$ cat config.mk
export PLATFORM = sky130hd
export DESIGN_NAME = umrb_ctrl
export DESIGN_NICKNAME = d
export VERILOG_FILES = /design/src/hw/rtl/umrb_pkg.sv /design/src/hw/rtl/umrb_ctrl.sv
export SDC_FILE = /design/constraint.sdc
export NUM_CORES = 1
export LEC_CHECK = 0
export ABC_AREA = 1
export ABC_CLOCK_PERIOD_IN_PS = 920
export BUFFER_PORTS_ARGS = -buffer_cell sky130_fd_sc_hd__buf_2
export CAP_MARGIN = 0
export CORE_AREA = 2 2 39 41
export DETAILED_ROUTE_END_ITERATION = 7
export DIE_AREA = 0 0 41 43
export SLEW_MARGIN = 25
export SYNTH_ARGS = -nofsm -noshare
export SYNTH_HDL_FRONTEND = slang
export SYNTH_SLANG_ARGS = --single-unit
$ cat constraint.sdc
create_clock -name i_clk -period 0.92 [get_ports i_clk]
set_input_delay 0.092 -clock i_clk [delete_from_list [all_inputs] [get_ports i_clk]]
set_output_delay 0.092 -clock i_clk [all_outputs]
set_load 0.05 [all_outputs]
$ cat src/hw/rtl/umrb_pkg.sv
package umrb_pkg;

    // Field widths fixed by the item format
    localparam int unsigned SAMPLE_W = 32;
    localparam int unsigned CNT_W    = 7;
    localparam int unsigned CHAN_W   = 4;
    localparam int unsigned CFG_IDX_W = 1;

    // Channel count limits
    localparam logic [CHAN_W-1:0] CHAN_MIN = 4'd1;
    localparam logic [CHAN_W-1:0] CHAN_MAX = 4'd8;

    // Configuration register indexes
    localparam logic [CFG_IDX_W-1:0] CFG_FORMATS_VALID   = 1'd0;
    localparam logic [CFG_IDX_W-1:0] CFG_RENDER_CHANNELS = 1'd1;

    // Operation codes
    localparam logic OP_PUSH = 1'b0;
    localparam logic OP_POP  = 1'b1;

    typedef enum logic [2:0] {
        S_IDLE,
        S_PUSH,
        S_STAT,
        S_RD,
        S_LOAD
    } t_state;

    // Commands from controller to datapath
    typedef struct packed {
        logic capture;
        logic push_step;
        logic push_done;
        logic rd_step;
        logic load_word;
        logic load_stat;
    } t_cmd;

    // Status from datapath to controller
    typedef struct packed {
        logic in_pop;
        logic push_ok;
        logic pop_refuse;
        logic block_end;
        logic chan_last;
        logic pop_last;
        logic out_free;
    } t_status;

endpackage

$ cat src/hw/rtl/umrb_ctrl.sv
module umrb_ctrl (
    input  logic              i_clk,
    input  logic              i_rst_n,
    input  logic              i_in_valid,
    output logic              o_in_ready,
    input  umrb_pkg::t_status i_status,
    output umrb_pkg::t_cmd    o_cmd
);
    import umrb_pkg::*;

    t_state r_state;
    t_state n_state;

    // Advance state
    always_ff @(posedge i_clk) begin
        if (!i_rst_n) begin
            r_state <= S_IDLE;
        end else begin
            r_state <= n_state;
        end
    end

    // Next state
    always_comb begin
        n_state = r_state;
        unique case (r_state)
            S_IDLE: begin
                if (i_in_valid) begin
                    if (i_status.in_pop) begin
                        n_state = i_status.pop_refuse ? S_STAT : S_RD;
                    end else if (i_status.push_ok) begin
                        n_state = S_PUSH;
                    end
                end
            end
            S_PUSH: begin
                if (i_status.chan_last) begin
                    n_state = i_status.block_end ? S_STAT : S_IDLE;
                end
            end
            S_STAT: begin
                if (i_status.out_free) begin
                    n_state = S_IDLE;
                end
            end
            S_RD: begin
                n_state = S_LOAD;
            end
            S_LOAD: begin
                if (i_status.out_free) begin
                    n_state = i_status.pop_last ? S_IDLE : S_RD;
                end
            end
            default: begin
                n_state = S_IDLE;
            end
        endcase
    end

    // Drive commands
    always_comb begin
        o_cmd      = '0;
        o_in_ready = 1'b0;
        unique case (r_state)
            S_IDLE: begin
                o_in_ready    = 1'b1;
                o_cmd.capture = i_in_valid;
            end
            S_PUSH: begin
                o_cmd.push_step = 1'b1;
                o_cmd.push_done = i_status.chan_last;
            end
            S_STAT: begin
                o_cmd.load_stat = i_status.out_free;
            end
            S_RD: begin
                o_cmd.rd_step = 1'b1;
            end
            S_LOAD: begin
                o_cmd.load_word = i_status.out_free;
            end
            default: begin
                o_cmd = '0;
            end
        endcase
    end

endmodule

* After elaboration in Yosys (flattened, before gate mapping)
Cells that the tools add are included.
** Word-level totals
- Bits of input ports :: 10
- Register bits after elaboration :: 3
** Operators by class
- Muxes and demuxes :: 16
- Reductions and logical operators :: 2
- Equal/unequal tests :: 9
** Operators by type and width (number)
- 3-bit two-way mux :: 6
- 3-bit one-hot mux with 5 select lines :: 1
- 2-bit != test, second input constant :: 4
- 3-bit by 2-bit equality test with 1-bit output, second input constant :: 2
- 1-bit two-way mux :: 6
- 2-bit two-way mux :: 3
- 5-bit AND reduction :: 1
- 3-bit by 1-bit equality test with 1-bit output, second input constant :: 1
- 3-bit equality test, second input constant :: 1
- 3-bit zero test :: 1
- 3-bit != test, second input constant :: 1

* Logic depth before layout (Yosys ltp)
- Depth in word-level cells :: 4
- Gate-level depth with buffers :: 7

* Worst setup path before layout
OpenSTA, ideal clock, no wires.
- Path type :: register to register
- Start point :: reg r_state[1]
- End point :: reg r_state[2]
- Data arrival time :: 1.815 ns
- Cell stages (with the launch flop) :: 4
- Buffers on the path :: 0
- Setup time :: 0.062 ns
- Clock period less this slack :: 1.877 ns
- Data required time :: 0.858 ns
- Slack :: -0.957 ns
- Cells stage by stage :: dfxtp_1 > inv_1 > nor3_1 > o21a_1
** Between the ends
- Word-level cells in the longest chain between the ends :: 3
- Elaborated cells between the ends (all ways) :: 12
** Ends and longest elaborated chain
- start: declaration :: line umrb_ctrl.sv:11 : t_state r_state;
- start signal: assignment :: line umrb_ctrl.sv:19 : r_state <= n_state;
- 3-bit by 1-bit equality test with 1-bit output (tied with other cells) :: line umrb_ctrl.sv:26 : unique case (r_state)
- 2-bit != test (no source line) or 3-bit != test (tied branches)
- 5-bit AND reduction (no source line)
Parallel ways exist; a longest one is shown, timed or not.
A chain may end at the register's enable or synchronous reset.

==> Flow_metrics.wiki <==
{| class="wikitable"
! Metric !! Value
|-
| Worst clock skew || 0.003408 ns
|-
| Power density cells || 2099 nW/um2
|-
| Area of the die || 1763 um2
|-
| Worst path top cell family by delay || simple AND/OR/NAND/NOR gates
|-
| Post-place instance area || 439.2 um2
|-
| Vias after detailed routing || 358
|-
| Worst Setup Slack, final || -0.2839 ns
|-
| Critical Path Source Type || flop
|-
| Number of fill cells || 144
|-
| Largest register by flop count || r_state
|-
| Area of all placed cells without fillers || 579.3 um2
|-
| Area added between synthesis and finish || 127.0%
|-
| Fin. max-slew vios || 0
|-
| Largest net degree at the start of global routing || 6
|-
| Residual antenna-violating net count after detailed routing || 0
|-
| Top achievable clock speed || 830.6 MHz
|-
| Max transition margin || 83.34%
|-
| Gr usage total || 11.03%
|-
| Status || finished, violations left
|-
| CTS H-tree lvls || 1
|-
| Slowest-stage cell, CP || dfxtp_2
|-
| Clock buffer depth || 2
|-
| Most used cell, CP || nor2_4
|-
| # Max-Cap Violations || 0
|-
| Type of element capturing the critical path || primary output
|-
| Core box area || 1384 um2
|-
| Proportion of layout cells with a drive suffix above 1 || 70.00%
|-
| Hold-fix buffers at CTS || 0
|-
| Number of buffers added by the clock tree synthesis step || 3
|-
| Number of antenna violations at the first check in global routing || 0
|-
| Post-CTS clock slew at the launch and capture registers of the worst setup and hold paths || 0.03 ns
|-
| Remaining DRCs || 0
|-
| Maximum net fanout on the critical path || 4
|-
| Number of I/O port buffers || 16
|-
| Flip-flop and latch count after synthesis || 3
|-
| Die width || 41 um
|-
| Number of placed I/O pins || 17
|-
| Share of synthesized area occupied by flip-flops and latches || 23.53%
|-
| Initial Utilization || 18.44%
|-
| First-pass GRT wire length || 1269 um
|-
| Detailed placer's ending HPWL || 591.4 um
|-
| Post-Synthesis Mean Instance Area || 5.672 um2
|-
| Violations in the final reports || negative setup slack
|-
| Setup total negative slack || -2.077 ns
|-
| Diode count || 0
|-
| Number of setup violations in the final report || 10
|-
| Leakage power summed over all cells || 0.2770 nW
|-
| Clock insertion delay at the later pin of the skew report || 0.23 ns
|-
| DRT iter0 DRCs || 6
|-
| Total congestion overflow || 0
|-
| CP max stage delay || 0.34 ns
|-
| Internal reg-to-reg setup slack || -0.19 ns
|-
| Cell chosen for the clock root || clkbuf_4
|-
| RSZ-0062 raised after global routing || yes
|-
| Shortest period the worst path allows || 1.204 ns
|-
| Required time at the endpoint of the critical path || 0.83 ns
|-
| Flip-flop count of the largest register, all copies and words added || 3
|-
| Die outline height || 43 um
|-
| Mean number of vias per cell || 4.163
|-
| Total routed wirelength || 776 um
|-
| Cell row count || 14
|-
| Place WS || -0.1671 ns
|-
| Number of iterations in the first detailed-routing pass || 4
|-
| Path type of the worst min-delay path || in2reg
|-
| Worst voltage drop across the vdd grid || 0.0007946 V
|-
| Hold Violations, Final || 0
|-
| Ys Warns || 0
|-
| Synthesized instance count || 45
|-
| Final net count || 81
|-
| Critical-path cell list || nor2_4, nand2_2, nor2_4, buf_6
|-
| Routability cong. || 0.6201
|-
| TritonCTS clock tree || done
|-
| Vias in the first global route || 326
|-
| Count of distinct cell types in the synthesized netlist || 14
|-
| Synthesized netlist net count || 55
|-
| Summed instance area of the synthesized netlist || 255.2 um2
|-
| Final cycle utilization of the critical path || 130.9%
|-
| Registers with the most flip-flops || r_state (3)
|-
| Buf+Inv Stages, Crit Path || 1
|-
| DR WL/cell || 9.023 um
|-
| Crit Path Category || reg2out
|-
| CTS sink cnt || 3
|-
| Area used by sequential logic in the layout || 68.82 um2
|-
| Worst slew pin tran || 0.2496 ns
|-
| Arrival time at the worst endpoint || 1.11 ns
|-
| Area occupied by multi-input gates || 234.0 um2
|-
| Total power of the final layout || 0.001216 W
|}
==> worst reg2reg max path: cells and delay by family, from the launching register on <==
| family | cells | cell delay [ns] |
|---|---|---|
| flip-flops | 1 | 0.34 |
| buffers and inverters | 1 | 0.13 |
| AO/OA/AOI/OAI | 1 | 0.05 |
| AND/OR/NAND/NOR | 5 | 0.50 |
==> path summary, 6_finish.rpt <==
path | startpoint | endpoint | cells past startpoint
worst max-delay path | r_state[1]$_SDFFE_PN0P_ | o_cmd[1] | 4
worst min-delay path | i_rst_n | r_state[2]$_SDFFE_PN0P_ | 2
worst max register to register | r_state[1]$_SDFFE_PN0P_ | r_state[0]$_SDFFE_PN0P_ | 7
worst min register to register | r_state[1]$_SDFFE_PN0P_ | r_state[1]$_SDFFE_PN0P_ | 2
==> synthesized netlist by cell type <==
cell type	n	share of area (%)
inv_1	9	13
nor2_1	9	13
nand2_1	6	8.8
nand3_1	6	12
dfxtp_1	3	24
inv_2	2	2.9
nand4_1	2	4.9
nor2_2	2	4.9
a21oi_1	1	2.0
a21oi_2	1	3.4
nand2_2	1	2.5
nand3_2	1	3.9
nor3_1	1	2.0
o21a_1	1	2.9
==> cell type report <==
cell class | count | area share (%)
Multi-Input combinational cell | 31 | 40.39
Timing Repair Buffer | 21 | 30.45
Sequential cell | 3 | 11.88
Inverter | 11 | 9.287
Clock buffer | 4 | 4.536
Tap cell | 16 | 3.456
==> where the power goes <==
part | leakage, nW | switching (W) | internal [W]
clock | 0.0150 | 0.0000648 | 0.000162
sequential | 0.0264 | 0.0000411 | 0.000160
combinational | 0.236 | 0.000482 | 0.000306
total | 0.277 | 0.000587 | 0.000628
==> cell usage in the layout (no fill, tap or decap) <==
| cell type | n |
|---|---|
| a21oi_2 | 2 |
| buf_2 | 9 |
| buf_4 | 3 |
| buf_6 | 7 |
| buf_8 | 2 |
| clkbuf_1 | 1 |
| clkbuf_4 | 3 |
| dfxtp_2 | 1 |
| dfxtp_4 | 2 |
| inv_1 | 7 |
| inv_2 | 1 |
| inv_4 | 2 |
| inv_8 | 1 |
| nand2_1 | 3 |
| nand2_2 | 3 |
| nand2_4 | 1 |
| nand3_1 | 3 |
| nand3_2 | 4 |
| nand4_1 | 2 |
| nor2_1 | 4 |
| nor2_2 | 2 |
| nor2_4 | 5 |
| nor3_4 | 1 |
| o21a_1 | 1 |
==> cell families (layout without fill, tap and decap cells) <==
kind of cell           count (synthesis)  count (layout)  share of synthesized area [%]
AND/OR/NAND/NOR                       28              28                          51.96
buffers and inverters                 11              36                          16.18
AO/OA/AOI/OAI                          3               3                          8.333
flip-flops                             3               3                          23.53
==> timing repair <==
action | 4_1_cts | 5_1_grt
gates resized for setup | 25 | 3
endpoints found under the hold margin | 0 | 0
setup endpoints to repair | 10 | 10
buffers inserted | 2 | 1
pin swaps | 8 | 2
==> metrics by stage <==
stage / util (%) / hold WS [ns] / cells
global route: 41.86 / 0.1047 / 86
global placement: 31.74 / 0.3221 / 79
floorplan: - / 0.2098 / 45
finish: 41.86 / 0.09325 / 86
CTS: 40.51 / 0.08865 / 85
detailed placement: 31.74 / 0.3300 / 79
==> layer usage <==
layer / track usage [%] / part of all wire, % / vias to the layer above
met1: 10.58 / 35 / 157
met5: 0 / 0 / -
li1: - / - / 193
met3: 3.141 / 6.2 / 0
met4: 8.000 / 0 / 0
met2: 18.44 / 58 / 8
No activity file was read; power rests on OpenSTA's default activity.
